===== config.mk =====
export PLATFORM = sky130hd
export DESIGN_NAME = glit_front
export DESIGN_NICKNAME = d
export VERILOG_FILES = /design/src/design/glit_pkg.sv /design/src/design/glit_front.sv
export SDC_FILE = /design/constraint.sdc
export NUM_CORES = 2
export LEC_CHECK = 0
export BUFFER_PORTS_ARGS = -buffer_cell sky130_fd_sc_hd__clkbuf_2
export CORE_ASPECT_RATIO = 1.2
export CORE_MARGIN = 5
export CORE_UTILIZATION = 45
export CTS_CLUSTER_DIAMETER = 40
export DETAILED_ROUTE_END_ITERATION = 10
export PLACE_DENSITY = 0.74
export SKIP_LAST_GASP = 1
export SYNTH_ARGS = -nofsm -noshare
export SYNTH_HDL_FRONTEND = slang
export SYNTH_SLANG_ARGS = --single-unit

===== constraint.sdc =====
create_clock -name clk -period 9 [get_ports clk]
set_clock_uncertainty 0.05 [all_clocks]
set_input_delay 0.45 -clock clk [delete_from_list [all_inputs] [get_ports clk]]
set_output_delay 0.45 -clock clk [all_outputs]
set_load 0.1 [all_outputs]

===== src/design/glit_pkg.sv =====
// shared types and constants for the goal line intercept tracker
`timescale 1ns / 1ps

package glit_pkg;

    // field and register widths
    localparam int IN_W       = 16;
    localparam int THR_W      = 15;
    localparam int SPD_W      = 8;
    localparam int MINP_W     = 8;
    localparam int CFG_DATA_W = 15;
    localparam int CFG_IDX_W  = 2;
    localparam int PRED_W     = 16;
    localparam int ACT_W      = 2;
    localparam int DIR_W      = 4;
    localparam int WORD_W     = 16;

    // running sum widths
    localparam int SUMX_W = 24;
    localparam int SUMY_W = 24;
    localparam int SY2_W  = 38;
    localparam int SXY_W  = 40;
    localparam int CNT_W  = 8;
    localparam int PROD_W = 32;

    // fit arithmetic
    localparam int OPA_W    = 24;
    localparam int OPB_W    = 40;
    localparam int HALF_W   = 20;
    localparam int PART_W   = OPA_W + HALF_W + 1;
    localparam int ACC_W    = 64;
    localparam int DEN_W    = 48;
    localparam int DIVD_W   = 64;
    localparam int DIVS_W   = 48;
    localparam int STEP_W   = 4;
    localparam int MUL_STEPS = 8;

    // register indexes
    localparam logic [CFG_IDX_W-1:0] REG_MOVE_THRESHOLD = 2'd0;
    localparam logic [CFG_IDX_W-1:0] REG_DRIVE_SPEED    = 2'd1;
    localparam logic [CFG_IDX_W-1:0] REG_MIN_POINTS     = 2'd2;

    localparam logic [THR_W-1:0]  THR_RESET  = 15'd32;
    localparam logic [SPD_W-1:0]  SPD_RESET  = 8'd250;
    localparam logic [MINP_W-1:0] MINP_RESET = 8'd5;

    // actions and motor codes
    localparam logic [ACT_W-1:0] ACT_HOLD  = 2'd0;
    localparam logic [ACT_W-1:0] ACT_RIGHT = 2'd1;
    localparam logic [ACT_W-1:0] ACT_LEFT  = 2'd2;

    localparam logic [DIR_W-1:0] DIR_STOP    = 4'h0;
    localparam logic [DIR_W-1:0] DIR_FORWARD = 4'h9;
    localparam logic [DIR_W-1:0] DIR_REVERSE = 4'h6;

    localparam logic [SPD_W-1:0] SPEED_LIMIT = 8'd250;
    localparam int FAIL_POS = -16;
    localparam logic [CNT_W-1:0] FIT_MIN_POINTS = 8'd3;

    localparam int QUEUE_DEPTH = 2;

    // parameter defaults
    localparam int MAX_POINTS_DEF = 255;
    localparam int POS_WIDTH_DEF  = 16;

    typedef struct packed {
        logic [THR_W-1:0]  move_threshold;
        logic [SPD_W-1:0]  drive_speed;
        logic [MINP_W-1:0] min_points;
    } cfg_t;

    typedef struct packed {
        logic signed [SUMX_W-1:0] sum_x;
        logic signed [SUMY_W-1:0] sum_y;
        logic [SY2_W-1:0]         sum_y_sq;
        logic signed [SXY_W-1:0]  sum_xy;
        logic [CNT_W-1:0]         count;
    } snap_t;

endpackage


===== src/design/glit_front.sv =====
// front end: takes observations, keeps the running sums, queues fit jobs
`timescale 1ns / 1ps

module glit_front #(
    parameter int MAX_POINTS = glit_pkg::MAX_POINTS_DEF
) (
    input  logic                                 clk,
    input  logic                                 rst_n,
    input  logic                                 in_valid,
    output logic                                 in_ready,
    input  logic signed [glit_pkg::IN_W-1:0]     ball_x,
    input  logic signed [glit_pkg::IN_W-1:0]     ball_depth,
    input  logic [glit_pkg::MINP_W-1:0]          min_points,
    input  logic                                 q_full,
    output logic                                 q_push,
    output glit_pkg::snap_t                      q_data
);

    localparam logic [1:0] F_IDLE = 2'd0;
    localparam logic [1:0] F_MUL  = 2'd1;
    localparam logic [1:0] F_ACC  = 2'd2;
    localparam logic [1:0] F_PUSH = 2'd3;

    localparam logic [glit_pkg::CNT_W-1:0] MAX_CNT = glit_pkg::CNT_W'(MAX_POINTS);

    logic [1:0] state_reg, state_next;

    logic signed [glit_pkg::SUMX_W-1:0] sum_x_reg, sum_x_next;
    logic signed [glit_pkg::SUMY_W-1:0] sum_y_reg, sum_y_next;
    logic [glit_pkg::SY2_W-1:0]         sum_y_sq_reg, sum_y_sq_next;
    logic signed [glit_pkg::SXY_W-1:0]  sum_xy_reg, sum_xy_next;
    logic [glit_pkg::CNT_W-1:0]         count_reg, count_next;

    logic signed [glit_pkg::IN_W-1:0]   x_reg;
    logic signed [glit_pkg::IN_W-1:0]   y_reg;
    logic signed [glit_pkg::PROD_W-1:0] xy_reg;
    logic signed [glit_pkg::PROD_W-1:0] yy_reg;

    logic y_nonpos;

    assign in_ready = (state_reg == F_IDLE);
    assign y_nonpos = y_reg[glit_pkg::IN_W-1] || (y_reg == '0);

    always_comb
    begin
        state_next    = state_reg;
        sum_x_next    = sum_x_reg;
        sum_y_next    = sum_y_reg;
        sum_y_sq_next = sum_y_sq_reg;
        sum_xy_next   = sum_xy_reg;
        count_next    = count_reg;
        q_push        = 1'b0;
        unique case (state_reg)
            F_IDLE:
            begin
                if (in_valid)
                begin
                    state_next = F_MUL;
                end
            end
            F_MUL:
            begin
                // depth at or behind the line restarts the track
                if (y_nonpos)
                begin
                    sum_x_next    = '0;
                    sum_y_next    = '0;
                    sum_y_sq_next = '0;
                    sum_xy_next   = '0;
                    count_next    = '0;
                    state_next    = F_IDLE;
                end
                else
                begin
                    state_next = F_ACC;
                end
            end
            F_ACC:
            begin
                if (count_reg < MAX_CNT)
                begin
                    sum_x_next    = sum_x_reg + glit_pkg::SUMX_W'(x_reg);
                    sum_y_next    = sum_y_reg + glit_pkg::SUMY_W'(y_reg);
                    sum_y_sq_next = sum_y_sq_reg + glit_pkg::SY2_W'($unsigned(yy_reg));
                    sum_xy_next   = sum_xy_reg + glit_pkg::SXY_W'(xy_reg);
                    count_next    = count_reg + 1'b1;
                end
                state_next = F_PUSH;
            end
            F_PUSH:
            begin
                if (count_reg >= min_points)
                begin
                    if (!q_full)
                    begin
                        q_push     = 1'b1;
                        state_next = F_IDLE;
                    end
                end
                else
                begin
                    state_next = F_IDLE;
                end
            end
            default:
            begin
                state_next = F_IDLE;
            end
        endcase
    end

    assign q_data.sum_x    = sum_x_reg;
    assign q_data.sum_y    = sum_y_reg;
    assign q_data.sum_y_sq = sum_y_sq_reg;
    assign q_data.sum_xy   = sum_xy_reg;
    assign q_data.count    = count_reg;

    always_ff @(posedge clk or negedge rst_n)
    begin
        if (!rst_n)
        begin
            state_reg    <= F_IDLE;
            sum_x_reg    <= '0;
            sum_y_reg    <= '0;
            sum_y_sq_reg <= '0;
            sum_xy_reg   <= '0;
            count_reg    <= '0;
        end
        else
        begin
            state_reg    <= state_next;
            sum_x_reg    <= sum_x_next;
            sum_y_reg    <= sum_y_next;
            sum_y_sq_reg <= sum_y_sq_next;
            sum_xy_reg   <= sum_xy_next;
            count_reg    <= count_next;
        end
    end

    always_ff @(posedge clk)
    begin
        if (in_ready && in_valid)
        begin
            x_reg <= ball_x;
            y_reg <= ball_depth;
        end
        if (state_reg == F_MUL)
        begin
            xy_reg <= x_reg * y_reg;
            yy_reg <= y_reg * y_reg;
        end
    end

endmodule


# After elaboration in Yosys (flattened, before gate mapping)
# Index checks and enable logic that the tools add are counted.
# word_totals
reg_bits,232
inputBits,44
out_inout_bits,136
wordCells,55
# classes
add_sub_neg,5
n_mul,2
order_cmp,2
eq_ne,7
n_mux,22
reduce_logical,7
# ops
operator,count
$pmux W24 S2,2
$mux W40,2
$pmux W40 S2,1
$mux W38,2
$pmux W38 S2,1
$mux W24,3
$mul A16 B16 Y32,2
$add A24 B16 Y24,2
$add A40 B32 Y40,1
$add A38 B32 Y38,1
$logic_not A16 Y1,1
$mux W8,2
$pmux W8 S2,1
$add A8 B1 Y8 const B,1
$ge A8 B8 Y1,1
$lt A8 B8 Y1 const B,1
$mux W2,4
$pmux W2 S4,1
$ne A2 B2 Y1 const B,3
$eq A2 B2 Y1 const B,2
$mux W1,3
$ne A3 B3 Y1 const B,1
$reduce_and A3 Y1,1
$eq A2 B1 Y1 const B,1
5 further kinds,5

# Logic depth before layout (Yosys ltp)
# depth
depth_word,4
ltp_mapped,24
mapped_depth_nobuf,23

# Worst setup path before layout
# OpenSTA, ideal clock, no wires.
# synth_path
kind,flip-flop to flip-flop
start,reg y_reg[1] (netlist bit)
end,"reg xy_reg[25] (netlist bit), data pin"
setup_time_ps,263
t_arrival_ps,6098
t_required_ps,8687
setup_slack_ps,2589
stages_incl_launch_ff,23
n_path_buf,2
cell_sequence,edfxtp_1 clkbuf_1 clkbuf_1 nand2_1 fa_1 fa_1 fa_1 inv_1 fa_1 fa_1 inv_1 fa_1 inv_1 ha_1 a21oi_1 a21oi_1 a311oi_2 o21ai_1 a2111oi_2 nor3_1 a41o_1 o41ai_2 xnor2_1
# synth_via
elab_chain_len,1
# synth_lines
item,line_no,text
start: declaration,glit_front.sv:35,logic signed [glit_pkg::IN_W-1:0] y_reg;
start signal: assignment,glit_front.sv:145,y_reg <= ball_depth;
$mul A16 B16 Y32,glit_front.sv:149,xy_reg <= x_reg * y_reg;
end signal: assignment,glit_front.sv:149,
end: declaration,glit_front.sv:36,logic signed [glit_pkg::PROD_W-1:0] xy_reg;
# Every way passes these cells.
# A chain may end at the register's enable or synchronous reset.

# Worst setup path in the final report
# layout_path
start,reg y_reg[6] (netlist bit)
end,"reg xy_reg[31] (netlist bit), data pin"
# The elaborated chain is that of the path after synthesis.

==> reports/results.ini <==
[status]
outcome = completed

[critical_path]
rr_worst_depth = 22
endpoint_kind = flop
worstPathRequired_ps = 9250
worst-path-max-fanout = 21
crit-reg2reg-launch = y_reg[6]
crit_path_start_kind = flop
timing.rr.end = xy_reg[31]
critical_path_class = reg2reg
r2r_slack_ps = 1800
arrival_ps = 7450

[clocking]
path_clk_slew_ps = 60
h-tree-depth = 1
cts_setup_buffers = 0
clkLatencyLatePin_ps = 580
root_buffer = clkbuf_16
cts-resized-gates = 0
tritoncts = yes
clockBufferDepth = 3
numCtsBuffers = 31
cts_sinks = 231
hold_buffers = 16

[drt]
wl_per_cell_um = 16.66
dr.max_layer_used = met4
drtAntennaViolNets = 0
route.met2.wl_mm = 38.76
drcViolationCount = 0
wl_met3_mm = 4.061
viasPerCell = 5.366
drt_pass1_iterations = 5
drt_iter0_markers = 1377
via_count = 24360
drt-met1-wl_mm = 30.32
wirelength_mm = 75.62

[logic_synthesis]
synth_top_area_share_pct = 30.63
synth_common_cells = inv_1 (641), fa_1 (498), nand2_1 (321)
synth_top_flop_cell = dfrtp_1
synth_top_area_cell = fa_1
ys_ff_latch = 231
syn_area_per_cell_um2 = 9.462
async_reset_ff_share_pct = 58.87
yosys.area_share.simple_pct = 12.84
synthAdderAreaFrac_pct = 42.24
synth_xor_area_share_pct = 4.709
synth_area_leaders = fa_1 (31%), ha_1 (12%), dfrtp_1 (10%), edfxtp_1 (8.8%), inv_1 (7.4%)
netlist_instances = 3440
syn-num-nets = 4284
synth_area_um2 = 32550
synth_compound_area_share_pct = 11.94
synth_mux_area_share_pct = 0.3075
yosysMostFrequentCell = inv_1
yosys_warnings = 0
synth_top_family_by_area = adder cells
seq_area_frac_synth_pct = 19.22
yosysUniqueCellTypes = 78
synth-edff-count = 95

[floorplan]
initial_utilization_pct = 45.19
dieArea_um2 = 77840
die_h_um = 304.6
fp-row-count = 108
pin_count = 180
die_w_um = 255.5
coreArea_um2 = 72020

[finish]
diodes = 0
fillCellCount = 6529
regArea_um2 = 6256
final_net_count = 4425
largest_register_ffs = 40
drive_gt1_share_pct = 8.239
area_growth_pct = 9.644
multi_input_area_um2 = 23480

[placed_design]
gp_congestion = 0.9143
dp_hpwl_mm = 59.52
numPortBuffers = 179

[sta]
finalCritPeriodShare_pct = 79.99
tns_ps = 0
rsz0062_at_grt = no
fmax_mhz = 138.9
layout_min_cycle_time_ps = 7199
worstMarginPinSlew_ps = 1016
drv_slew = 0
timing.slew.headroom_pct = 31.96
setup_viol = 0
finalHoldViolCount = 0

[global_routing]
grt_pass1_vias = 25860
grt_usage_pct = 19.49
grt_max_degree = 94
grt.overflow.total = 0
grt_pass1_wl_mm = 127.3
antenna_found_initial = 0

[flow_run]
cap_violations = 0

[min_path]
min_path_cells = 1
holdPathEnd = x_reg[13]
min_from = ball_x[13]
hold_class = in2reg

[kinds of logic after synthesis]
| kind of cell | after synthesis |
|---|---|
| buf+inv | 758 |
| simple gates | 861 |
| compound gates | 605 |
| xor+xnor | 175 |
| fa+ha+maj | 800 |
| flops | 231 |
| mux | 10 |
[routing by layer]
| metal | GRT usage (%) | up-vias |
|---|---|---|
| met3 | 2.062 | 144 |
| met5 | 0 | - |
| met4 | 6.265 | 0 |
| met2 | 35.56 | 686 |
| met1 | 24.34 | 12140 |
| li1 | - | 11390 |
[layout by cell type (no fill, tap or decap), types with 95 or more instances in the layout]
cell      netlist  layout
fa_1          498     498
o21ai_0       188     188
inv_1         641     641
nand2_1       321     321
a21oi_1       133     133
xnor2_1       113     113
nor2_1        123     122
clkbuf_2        1     178
dfrtp_1       136     136
ha_1          302     302
edfxtp_1       95      95
and2_1        157     157
[worst max-delay path: stages (launching register included)]
cell,delay [ps]
edfxtp_1,920
buf_4,340
and2_1,170
fa_1,410
inv_1,80
fa_1,430
fa_1,520
inv_1,60
fa_1,490
fa_1,490
inv_1,50
fa_1,470
inv_1,40
ha_1,320
a21oi_1,210
a21oi_1,110
a311oi_2,310
o21ai_1,220
o31ai_1,630
o311a_1,270
o21bai_1,80
a21oi_1,170
xnor2_1,90
[worst max-delay path by stage]
stage,cells after the start,startpoint,to
after floorplan,22,y_reg[1],xy_reg[25]
after global routing,22,y_reg[6],xy_reg[31]
after detailed placement,23,y_reg[8],yy_reg[31]
after global placement,23,y_reg[8],yy_reg[31]
after CTS,22,y_reg[6],xy_reg[31]
final,22,y_reg[6],xy_reg[31]
[layout make-up]
type,instances,share of cell area [%]
Clock buffer,37,2.352
Multi-Input combinational cell,2451,65.79
Timing Repair Buffer,223,3.572
Clock inverter,20,0.7187
Tap cell,935,3.278
Inverter,643,6.763
Sequential cell,231,17.53
[per-stage QoR]
step	setup slack [ps]	hold slack (ps)	utilization (%)	instance area (um^2)	std cells
after floorplan	2589	104.4	-	32550	3440
after global placement	2026	412.4	47.79	34420	4466
after detailed placement	1885	415.5	47.79	34420	4466
after CTS	1873	0.2380	49.54	35680	4539
after global routing	1492	4.298	49.55	35690	4540
final	1801	18.15	49.55	35690	4540
Power is left out: the tool's default activity adds up to more than one toggle a clock period on the data nets, which glitch-free logic cannot reach.
