<file path="config.mk">
export PLATFORM = sky130hd
export DESIGN_NAME = glit_back
export DESIGN_NICKNAME = d
export VERILOG_FILES = /design/src/design/glit_pkg.sv /design/src/design/glit_div.sv /design/src/design/glit_back.sv
export SDC_FILE = /design/constraint.sdc
export NUM_CORES = 2
export LEC_CHECK = 0
export BUFFER_PORTS_ARGS = -buffer_cell sky130_fd_sc_hd__buf_2
export CORE_AREA = 2 2 331 251
export CTS_CLUSTER_SIZE = 16
export DETAILED_ROUTE_END_ITERATION = 6
export DIE_AREA = 0 0 333 253
export MAX_ROUTING_LAYER = met4
export PLACE_DENSITY = 0.94
export SYNTH_ARGS = -nofsm -noshare
export SYNTH_HDL_FRONTEND = slang
export SYNTH_SLANG_ARGS = --single-unit
</file>
<file path="constraint.sdc">
create_clock -name clk -period 27.4 [get_ports clk]
set_input_delay 2.74 -clock clk [delete_from_list [all_inputs] [get_ports clk]]
set_output_delay 2.74 -clock clk [all_outputs]
set_load 0.1 [all_outputs]
</file>
<file path="src/design/glit_pkg.sv">
// shared types and constants for the goal line intercept tracker
`timescale 1ns / 1ps

package glit_pkg;

    // field and register widths
    localparam int IN_W       = 16;
    localparam int THR_W      = 15;
    localparam int SPD_W      = 8;
    localparam int MINP_W     = 8;
    localparam int CFG_DATA_W = 15;
    localparam int CFG_IDX_W  = 2;
    localparam int PRED_W     = 16;
    localparam int ACT_W      = 2;
    localparam int DIR_W      = 4;
    localparam int WORD_W     = 16;

    // running sum widths
    localparam int SUMX_W = 24;
    localparam int SUMY_W = 24;
    localparam int SY2_W  = 38;
    localparam int SXY_W  = 40;
    localparam int CNT_W  = 8;
    localparam int PROD_W = 32;

    // fit arithmetic
    localparam int OPA_W    = 24;
    localparam int OPB_W    = 40;
    localparam int HALF_W   = 20;
    localparam int PART_W   = OPA_W + HALF_W + 1;
    localparam int ACC_W    = 64;
    localparam int DEN_W    = 48;
    localparam int DIVD_W   = 64;
    localparam int DIVS_W   = 48;
    localparam int STEP_W   = 4;
    localparam int MUL_STEPS = 8;

    // register indexes
    localparam logic [CFG_IDX_W-1:0] REG_MOVE_THRESHOLD = 2'd0;
    localparam logic [CFG_IDX_W-1:0] REG_DRIVE_SPEED    = 2'd1;
    localparam logic [CFG_IDX_W-1:0] REG_MIN_POINTS     = 2'd2;

    localparam logic [THR_W-1:0]  THR_RESET  = 15'd32;
    localparam logic [SPD_W-1:0]  SPD_RESET  = 8'd250;
    localparam logic [MINP_W-1:0] MINP_RESET = 8'd5;

    // actions and motor codes
    localparam logic [ACT_W-1:0] ACT_HOLD  = 2'd0;
    localparam logic [ACT_W-1:0] ACT_RIGHT = 2'd1;
    localparam logic [ACT_W-1:0] ACT_LEFT  = 2'd2;

    localparam logic [DIR_W-1:0] DIR_STOP    = 4'h0;
    localparam logic [DIR_W-1:0] DIR_FORWARD = 4'h9;
    localparam logic [DIR_W-1:0] DIR_REVERSE = 4'h6;

    localparam logic [SPD_W-1:0] SPEED_LIMIT = 8'd250;
    localparam int FAIL_POS = -16;
    localparam logic [CNT_W-1:0] FIT_MIN_POINTS = 8'd3;

    localparam int QUEUE_DEPTH = 2;

    // parameter defaults
    localparam int MAX_POINTS_DEF = 255;
    localparam int POS_WIDTH_DEF  = 16;

    typedef struct packed {
        logic [THR_W-1:0]  move_threshold;
        logic [SPD_W-1:0]  drive_speed;
        logic [MINP_W-1:0] min_points;
    } cfg_t;

    typedef struct packed {
        logic signed [SUMX_W-1:0] sum_x;
        logic signed [SUMY_W-1:0] sum_y;
        logic [SY2_W-1:0]         sum_y_sq;
        logic signed [SXY_W-1:0]  sum_xy;
        logic [CNT_W-1:0]         count;
    } snap_t;

endpackage

</file>
<file path="src/design/glit_div.sv">
// restoring divider, one quotient bit per cycle, saturating quotient
`timescale 1ns / 1ps

module glit_div #(
    parameter int POS_WIDTH = glit_pkg::POS_WIDTH_DEF
) (
    input  logic                          clk,
    input  logic                          rst_n,
    input  logic                          start,
    input  logic [glit_pkg::DIVD_W-1:0]   dividend,
    input  logic [glit_pkg::DIVS_W-1:0]   divisor,
    output logic                          done,
    output logic [POS_WIDTH-1:0]          quot,
    output logic                          sat
);

    localparam int DW    = glit_pkg::DIVD_W;
    localparam int SW    = glit_pkg::DIVS_W;
    localparam int CNT_W = $clog2(DW);
    localparam logic [CNT_W-1:0] LAST = CNT_W'(DW - 1);

    logic             busy_reg;
    logic             done_reg;
    logic [CNT_W-1:0] cnt_reg;

    logic [DW-1:0]        dvd_reg;
    logic [SW-1:0]        dsr_reg;
    logic [SW-1:0]        rem_reg;
    logic [POS_WIDTH-1:0] q_reg;
    logic                 ovf_reg;

    logic [SW:0] rem_sh;
    logic [SW:0] diff;
    logic        ge;

    assign rem_sh = {rem_reg, dvd_reg[DW-1]};
    assign diff   = rem_sh - {1'b0, dsr_reg};
    assign ge     = (rem_sh >= {1'b0, dsr_reg});

    assign done = done_reg;
    assign quot = q_reg;
    assign sat  = ovf_reg | q_reg[POS_WIDTH-1];

    always_ff @(posedge clk or negedge rst_n)
    begin
        if (!rst_n)
        begin
            busy_reg <= 1'b0;
            done_reg <= 1'b0;
            cnt_reg  <= '0;
        end
        else
        begin
            done_reg <= 1'b0;
            if (start)
            begin
                busy_reg <= 1'b1;
                cnt_reg  <= '0;
            end
            else if (busy_reg)
            begin
                cnt_reg <= cnt_reg + 1'b1;
                if (cnt_reg == LAST)
                begin
                    busy_reg <= 1'b0;
                    done_reg <= 1'b1;
                end
            end
        end
    end

    always_ff @(posedge clk)
    begin
        if (start)
        begin
            dvd_reg <= dividend;
            dsr_reg <= divisor;
            rem_reg <= '0;
            q_reg   <= '0;
            ovf_reg <= 1'b0;
        end
        else if (busy_reg)
        begin
            dvd_reg <= {dvd_reg[DW-2:0], 1'b0};
            rem_reg <= ge ? diff[SW-1:0] : rem_sh[SW-1:0];
            // any bit shifted past the top means the result saturates
            ovf_reg <= ovf_reg | q_reg[POS_WIDTH-1];
            q_reg   <= {q_reg[POS_WIDTH-2:0], ge};
        end
    end

    a_done_pulse: assert property (@(posedge clk) disable iff (!rst_n)
        done_reg |=> !done_reg)
        else $error("divider done held longer than one cycle");

endmodule

</file>
<file path="src/design/glit_back.sv">
// back end: least squares intercept, keeper decision and result register
`timescale 1ns / 1ps

module glit_back #(
    parameter int POS_WIDTH = glit_pkg::POS_WIDTH_DEF
) (
    input  logic                                  clk,
    input  logic                                  rst_n,
    input  glit_pkg::cfg_t                        cfg,
    input  logic                                  q_empty,
    input  glit_pkg::snap_t                       q_data,
    output logic                                  q_pop,
    output logic                                  out_valid,
    input  logic                                  out_ready,
    output logic signed [glit_pkg::PRED_W-1:0]    predicted_x,
    output logic                                  fit_ok,
    output logic [glit_pkg::ACT_W-1:0]            action,
    output logic [glit_pkg::DIR_W-1:0]            dir_code,
    output logic [glit_pkg::WORD_W-1:0]           speed_word
);

    localparam logic [2:0] B_IDLE = 3'd0;
    localparam logic [2:0] B_MUL  = 3'd1;
    localparam logic [2:0] B_DIV0 = 3'd2;
    localparam logic [2:0] B_DIV  = 3'd3;
    localparam logic [2:0] B_DEC  = 3'd4;

    localparam int PW    = POS_WIDTH;
    localparam int CMP_W = (PW + 2 > 16) ? PW + 2 : 16;
    localparam int EXT_W = (PW > glit_pkg::PRED_W) ? PW : glit_pkg::PRED_W;
    localparam int HW    = glit_pkg::HALF_W;
    localparam int OBW   = glit_pkg::OPB_W;
    localparam int AW    = glit_pkg::ACC_W;

    localparam logic [glit_pkg::STEP_W-1:0] NUM_DONE = glit_pkg::STEP_W'(glit_pkg::MUL_STEPS / 2);
    localparam logic [glit_pkg::STEP_W-1:0] DEN_DONE = glit_pkg::STEP_W'(glit_pkg::MUL_STEPS);

    localparam logic signed [PW-1:0] POS_MAX  = {1'b0, {(PW-1){1'b1}}};
    localparam logic signed [PW-1:0] POS_MIN  = {1'b1, {(PW-1){1'b0}}};
    localparam logic signed [PW-1:0] POS_FAIL = PW'(glit_pkg::FAIL_POS);

    logic [2:0] state_reg, state_next;
    logic [glit_pkg::STEP_W-1:0] step_reg;
    logic out_valid_reg;
    logic signed [PW-1:0] keeper_reg;

    glit_pkg::snap_t snap_reg;
    logic signed [glit_pkg::PART_W-1:0] prod_reg;
    logic prod_hi_reg;
    logic prod_neg_reg;
    logic signed [AW-1:0] acc_reg;
    logic signed [AW-1:0] num_reg;
    logic signed [glit_pkg::DEN_W-1:0] den_reg;
    logic neg_reg;
    logic signed [PW-1:0] pred_reg;
    logic ok_reg;

    logic signed [glit_pkg::PRED_W-1:0] pred_out_reg;
    logic ok_out_reg;
    logic [glit_pkg::ACT_W-1:0] act_out_reg;
    logic [glit_pkg::DIR_W-1:0] dir_out_reg;
    logic [glit_pkg::WORD_W-1:0] word_out_reg;

    // multiply step operands
    logic signed [glit_pkg::OPA_W-1:0] opa;
    logic signed [OBW-1:0] opb;
    logic signed [HW:0] bpart;
    logic signed [AW-1:0] term;
    logic signed [AW-1:0] acc_sum;

    // divide setup
    logic [AW-1:0] num_mag;
    logic [glit_pkg::DEN_W-1:0] den_mag;
    logic fit_fail;
    logic div_start;
    logic div_done;
    logic [PW-1:0] div_q;
    logic div_sat;

    // decision
    logic signed [CMP_W-1:0] err;
    logic [CMP_W-1:0] err_mag;
    logic move;
    logic [glit_pkg::SPD_W-1:0] spd;
    logic signed [EXT_W-1:0] pred_ext;
    logic load_out;

    always_comb
    begin
        unique case (step_reg[2:1])
            2'd0:
            begin
                opa = snap_reg.sum_x;
                opb = $signed(OBW'(snap_reg.sum_y_sq));
            end
            2'd1:
            begin
                opa = snap_reg.sum_y;
                opb = snap_reg.sum_xy;
            end
            2'd2:
            begin
                opa = $signed(glit_pkg::OPA_W'(snap_reg.count));
                opb = $signed(OBW'(snap_reg.sum_y_sq));
            end
            default:
            begin
                opa = snap_reg.sum_y;
                opb = OBW'(snap_reg.sum_y);
            end
        endcase
    end

    // even steps take the upper half of the wide operand, odd steps the lower
    assign bpart = step_reg[0] ? $signed({1'b0, opb[HW-1:0]})
                               : (HW+1)'($signed(opb[OBW-1:HW]));

    assign term    = prod_hi_reg ? (AW'(prod_reg) <<< HW) : AW'(prod_reg);
    assign acc_sum = prod_neg_reg ? acc_reg - term : acc_reg + term;

    assign num_mag  = num_reg[AW-1] ? $unsigned(-num_reg) : $unsigned(num_reg);
    assign den_mag  = den_reg[glit_pkg::DEN_W-1] ? $unsigned(-den_reg) : $unsigned(den_reg);
    assign fit_fail = (den_reg == '0) || (snap_reg.count < glit_pkg::FIT_MIN_POINTS);

    assign err     = CMP_W'(pred_reg) - CMP_W'(keeper_reg);
    assign err_mag = err[CMP_W-1] ? $unsigned(-err) : $unsigned(err);
    assign move    = err_mag > CMP_W'(cfg.move_threshold);
    assign spd     = (cfg.drive_speed > glit_pkg::SPEED_LIMIT) ? glit_pkg::SPEED_LIMIT
                                                               : cfg.drive_speed;
    assign pred_ext = EXT_W'(pred_reg);

    assign load_out  = (state_reg == B_DEC) && (!out_valid_reg || out_ready);
    assign q_pop     = (state_reg == B_IDLE) && !q_empty;
    assign div_start = (state_reg == B_DIV0) && !fit_fail;

    always_comb
    begin
        state_next = state_reg;
        unique case (state_reg)
            B_IDLE:
            begin
                if (!q_empty)
                begin
                    state_next = B_MUL;
                end
            end
            B_MUL:
            begin
                if (step_reg == DEN_DONE)
                begin
                    state_next = B_DIV0;
                end
            end
            B_DIV0:
            begin
                state_next = fit_fail ? B_DEC : B_DIV;
            end
            B_DIV:
            begin
                if (div_done)
                begin
                    state_next = B_DEC;
                end
            end
            B_DEC:
            begin
                if (load_out)
                begin
                    state_next = B_IDLE;
                end
            end
            default:
            begin
                state_next = B_IDLE;
            end
        endcase
    end

    glit_div #(
        .POS_WIDTH (POS_WIDTH)
    ) u_div (
        .clk      (clk),
        .rst_n    (rst_n),
        .start    (div_start),
        .dividend ({num_mag[AW-2:0], 1'b0} + AW'(den_mag)),
        .divisor  ({den_mag[glit_pkg::DIVS_W-2:0], 1'b0}),
        .done     (div_done),
        .quot     (div_q),
        .sat      (div_sat)
    );

    always_ff @(posedge clk or negedge rst_n)
    begin
        if (!rst_n)
        begin
            state_reg     <= B_IDLE;
            step_reg      <= '0;
            out_valid_reg <= 1'b0;
            keeper_reg    <= '0;
        end
        else
        begin
            state_reg <= state_next;
            if (state_reg == B_MUL)
            begin
                step_reg <= step_reg + 1'b1;
            end
            else
            begin
                step_reg <= '0;
            end
            if (load_out)
            begin
                out_valid_reg <= 1'b1;
                if (move)
                begin
                    keeper_reg <= pred_reg;
                end
            end
            else if (out_ready)
            begin
                out_valid_reg <= 1'b0;
            end
        end
    end

    always_ff @(posedge clk)
    begin
        if (q_pop)
        begin
            snap_reg <= q_data;
            acc_reg  <= '0;
        end
        if (state_reg == B_MUL)
        begin
            prod_reg     <= opa * bpart;
            prod_hi_reg  <= !step_reg[0];
            prod_neg_reg <= step_reg[1];
            if (step_reg != '0)
            begin
                if (step_reg == NUM_DONE)
                begin
                    num_reg <= acc_sum;
                    acc_reg <= '0;
                end
                else if (step_reg == DEN_DONE)
                begin
                    den_reg <= glit_pkg::DEN_W'(acc_sum);
                end
                else
                begin
                    acc_reg <= acc_sum;
                end
            end
        end
        if (state_reg == B_DIV0)
        begin
            neg_reg <= num_reg[AW-1] ^ den_reg[glit_pkg::DEN_W-1];
            if (fit_fail)
            begin
                pred_reg <= POS_FAIL;
                ok_reg   <= 1'b0;
            end
        end
        if ((state_reg == B_DIV) && div_done)
        begin
            ok_reg <= 1'b1;
            if (neg_reg)
            begin
                pred_reg <= div_sat ? POS_MIN : -$signed(div_q);
            end
            else
            begin
                pred_reg <= div_sat ? POS_MAX : $signed(div_q);
            end
        end
        if (load_out)
        begin
            pred_out_reg <= pred_ext[glit_pkg::PRED_W-1:0];
            ok_out_reg   <= ok_reg;
            if (move)
            begin
                act_out_reg <= err[CMP_W-1] ? glit_pkg::ACT_LEFT : glit_pkg::ACT_RIGHT;
                if (spd != '0)
                begin
                    dir_out_reg  <= err[CMP_W-1] ? glit_pkg::DIR_REVERSE
                                                 : glit_pkg::DIR_FORWARD;
                    word_out_reg <= {spd, spd};
                end
                else
                begin
                    dir_out_reg  <= glit_pkg::DIR_STOP;
                    word_out_reg <= '0;
                end
            end
            else
            begin
                act_out_reg  <= glit_pkg::ACT_HOLD;
                dir_out_reg  <= glit_pkg::DIR_STOP;
                word_out_reg <= '0;
            end
        end
    end

    assign out_valid   = out_valid_reg;
    assign predicted_x = pred_out_reg;
    assign fit_ok      = ok_out_reg;
    assign action      = act_out_reg;
    assign dir_code    = dir_out_reg;
    assign speed_word  = word_out_reg;

    a_fail_pos: assert property (@(posedge clk) disable iff (!rst_n)
        (out_valid_reg && !ok_out_reg) |-> (pred_out_reg == glit_pkg::PRED_W'(glit_pkg::FAIL_POS)))
        else $error("failed fit without the fallback position");

    a_hold_stops: assert property (@(posedge clk) disable iff (!rst_n)
        (out_valid_reg && (act_out_reg == glit_pkg::ACT_HOLD))
            |-> ((dir_out_reg == glit_pkg::DIR_STOP) && (word_out_reg == '0)))
        else $error("hold result drives the motor");

endmodule
</file>
Yosys cells after proc, flatten, opt, wreduce, memory -nomap -nowiden
Cells that the tools add are included.
Cells by class
  bitwise logic cells: 3
  magnitude comparators: 4
  add/sub/neg operators: 11
  reductions and logical operators: 27
  multiply operators: 1
  multiplexer cells: 42
  equal/unequal tests: 13
Operators with widths (count)
  64-bit 2-to-1 mux: 9
  16-bit 2-to-1 mux: 6
  48-bit 2-to-1 mux: 2
  40-bit one-hot mux with 2 select lines: 1
  64-bit by 48-bit adder with 64-bit output: 1
  64-bit adder: 1
  64-bit subtractor: 1
  63-bit 2-to-1 mux: 1
  63-bit negator: 1
  49-bit by 48-bit greater-or-equal comparator with 1-bit output: 1
  48-bit zero test: 1
  48-bit negator: 1
  24-bit one-hot mux with 2 select lines: 1
  48-bit subtractor: 1
  24-bit by 21-bit multiplier with 45-bit output: 1
  21-bit 2-to-1 mux: 1
  18-bit by 15-bit > comparator with 1-bit output: 1
  18-bit 2-to-1 mux: 1
  17-bit negator with 18-bit output: 1
  16-bit by 16-bit subtractor with 17-bit output: 1
  16-bit negator: 1
  3-bit 2-to-1 mux: 5
  3-bit one-hot mux with 5 select lines: 1
  6-bit 2-to-1 mux: 2
  other kinds (33): 58
Word-level totals
  output and inout port bits: 41
  bits of input ports: 169
  flip-flop bits (word level): 622
  word-level logic and storage cells: 132

Depth between registers and ports, before layout
  depth after elaboration: 7
  depth in mapped cells: 35

Modules after synthesis
From an unflattened synthesis, not the netlist that was laid out.
Second synthesis, totals
  cell total of the unflattened synthesis: 5998
  area, all modules: 56370.3 um2
By module, submodules not included
  glit_back: area an instance 45905.3 um2, times used 1, cells an instance 4943
  glit_div: area an instance 10465.0 um2, times used 1, cells an instance 1055

Least setup slack after synthesis
No wires, ideal clock.
  path type: input to output
  from: input q_empty
  to: output q_pop
  setup slack: 18.464 ns
  cell stages on the path: 3
  data required time: 24.660 ns
  arrival time: 6.196 ns
  path through: nor2_1 nand2_1 inv_1
Between the ends
  cells in the longest elaborated chain, start to end: 2
RTL lines
  start: declaration: RTL line glit_back.sv:10  | input logic q_empty,
  1-bit zero test
  1-bit logical AND: RTL line glit_back.sv:133  | assign q_pop = (state_reg == B_IDLE) && !q_empty;
  end: declaration: RTL line glit_back.sv:12  | output logic q_pop,
Every way passes these cells.

Worst setup path after layout
  from: register step_reg[0] in the netlist's numbering
  to: register prod_reg[41] in the netlist's numbering (data pin)
Between the ends
  cells in the longest elaborated chain, start to end: 2
RTL lines
  start: declaration: RTL line glit_back.sv:43  | logic [glit_pkg::STEP_W-1:0] step_reg;
  start signal: assignment: RTL line glit_back.sv:206  | step_reg <= step_reg + 1'b1;
  21-bit 2-to-1 mux: RTL line glit_back.sv:115  | assign bpart = step_reg[0] ? $signed({1'b0, opb[HW-1:0]})
  24-bit by 21-bit multiplier with 45-bit output: RTL line glit_back.sv:236  | prod_reg <= opa * bpart;
  end signal: assignment: RTL line glit_back.sv:236
  end: declaration: RTL line glit_back.sv:48  | logic signed [glit_pkg::PART_W-1:0] prod_reg;
Every way passes these cells.
A chain may end at the register's enable or synchronous reset.

==> metrics.yaml <==
logic_synthesis:
  synthXorXnorAreaFrac: 0.06253
  synth_fa_ha_area_frac: 0.2576
  synthTopCellsByArea: "edfxtp_1, fa_1, ha_1"
  avgSynthCellArea_um2: 9.442
  synth_top_family_by_area: "adder cells"
  syn_inst: 5889
  synthMuxAreaShare: 0.02234
  synth-edff-count: 450
  synth_top_area_frac: 0.2430
  synth_seq_area_share: 0.3042
  yosys.area_share.simple: 0.1388
  yosysTopAreaCell: "edfxtp_1"
  synth_compound_area_frac: 0.1430
  ys_types: 99
  synthArstFlopShare: 0.05229
  ys.flop_type: "edfxtp_1"
  synth_warnings: 0
  syn_nets: 6891
  yosys_register_bits: 612
  netlist_area_um2: 55600
setup_path:
  crit_family: "adder cells"
  cpMaxStageDelayCell: "o21ai_1"
  cpMostUsedCell: "fa_1"
  critPathMaxFanout: 22
  setup.worst_path.class: "reg2reg"
  cp-start-kind: "flop"
  cp-startpoint: "step_reg[0]$_DFF_PN0_"
  max_stage_delay_ns: 0.73
  worstPathArrival_ns: 11.03
  cp-end-kind: "flop"
  crit_buf_inv: 7
  reg2reg_from: "step_reg[0]$_DFF_PN0_"
  cp.required_ns: 27.81
flow_run:
  maxCapViolations: 2
floorplanning:
  die_h_um: 253
  pin_count: 210
  num_rows: 91
  die_area_um2: 84250
  core_area_um2: 81300
  die_x_um: 333
  initial_utilization: 0.6840
sta:
  fin_skew_ns: 0.06145
  tightest_slew_ns: 1.486
  slew_violations: 0
  clock.fmax_mhz: 94.15
  period_share: 0.3877
  fin_crit_ns: 10.62
  max-slew-margin-rel: 0.002421
  hold_viol_final: 0
  finalSetupViolations: 0
  tns_ns: 0
  rsz0062_at_grt: "no"
clock_tree:
  clk_pin_slew_ns: 0.08
  cts_tree: "done"
  clock-root-buffer: "clkbuf_16"
  cts_buffers: 61
  clkLatencyLatePin_ns: 0.71
  cts_sinks: 612
  max-clock-path-buffers: 3
  htree_num_levels: 2
  cts_resized: 0
  cts_hold_buf: 0
  postCtsSetupBuffers: 0
global_route:
  antenna_found_initial: 5
  grt_pass1_vias: 46124
  overflow: 0
  track_usage: 0.3962
  grt_pass1_wl_mm: 253.2
  grt_start_max_net_pins: 102
detailed_routing:
  routed_via_density: 6.539
  dr.pass1.iters: 7
  antenna_left: 0
  wl_mm: 161.8
  drt_iter0_markers: 6182
  post-route-drc-count: 12
  routedWlPerCell_um: 22.83
  num_vias: 46332
layout:
  drive_above_1_share: 0.07735
  most-common-layout-cells: "inv_1, nand2_1, fa_1"
  final_cells: 7086
  layout.nets: 6961
  multi_input_area_um2: 34830
  seqCellArea_um2: 16930
  fillers: 5315
  area_delta_synth_final_pct: 7.059
  largest_register_ffs: 134
  final_common_cell: "inv_1"
outcome:
  status: "complete, but fails checks"
  violations: "DRC, capacitance limit"
placement:
  io_buffers: 201
  dp_cells: 6965
  hpwl_mm: 119.8
  gp_congestion: 1.028
hold_path:
  hp-start: "acc_reg[2]$_DFF_P_"
  hp-class: "reg2reg"
[cell type report]
type,count,area share
diodes,5,0.0002102
clock buffers,82,0.02901
clock inverters,34,0.005822
inverters,771,0.04868
multi-input cells,4253,0.5852
flip-flops and latches,612,0.2843
well taps,1069,0.02247
repair buffers,260,0.02434
[path summary, 6_finish.rpt]
kind	end	slack, ns	depth (start not counted)
setup / recovery	prod_reg[41]$_DFFE_PP_	16.78	28
hold / removal	acc_reg[2]$_DFF_P_	0.48	2
setup reg to reg	prod_reg[41]$_DFFE_PP_	16.78	28
hold reg to reg	acc_reg[2]$_DFF_P_	0.48	2
max in group asynchronous	u_div.busy_reg$_DFF_PN0_	24.73	1
min in group asynchronous	keeper_reg[14]$_DFFE_PN0P_	2.12	1
[tightest hold or removal path: stages (launching register included)]
cell and delay, ns:
dfxtp_1 0.31, nand3_1 0.06, a21oi_1 0.06
[Yosys cell counts (all sizes together), types with 73 or more instances]
| cell | number |
|---|---|
| nor2 | 493 |
| dfxtp | 130 |
| inv | 770 |
| edfxtp | 450 |
| nand3 | 73 |
| clkbuf | 217 |
| o21ai | 332 |
| ha | 313 |
| xnor2 | 266 |
| fa | 520 |
| nand2 | 597 |
| nand2b | 90 |
| a21oi | 309 |
| mux2i | 96 |
| xor2 | 131 |
| a21o | 145 |
[metal layers]
layer | share of wire | wire, um | track usage | vias to the layer above
li1 | - | - | - | 20061
met1 | 0.38 | 60800 | 0.5134 | 22148
met2 | 0.44 | 70570 | 0.5884 | 3316
met3 | 0.13 | 21820 | 0.1098 | 807
met4 | 0.053 | 8582 | 0.1695 | 0
met5 | 0 | 0 | - | -
[kinds of logic after synthesis]
group,after synthesis
compound gates,1243
xor+xnor,397
fa+ha+maj,833
buf+inv,1024
flops,612
mux,121
simple gates,1659
[through the flow]
step	hold WS (ns)	utilization	instance area [um2]	worst slack (ns)
floorplan	0.4019	-	55600	18.46
global placement	0.4572	0.7066	57440	17.55
detailed placement	0.4637	0.7066	57440	17.15
CTS	0.4771	0.7321	59520	17.14
global route	0.4964	0.7322	59530	16.66
finish	0.4760	0.7323	59530	16.78
Power is left out: the tool's default activity adds up to more than one toggle a clock period on the data nets, which glitch-free logic cannot reach.
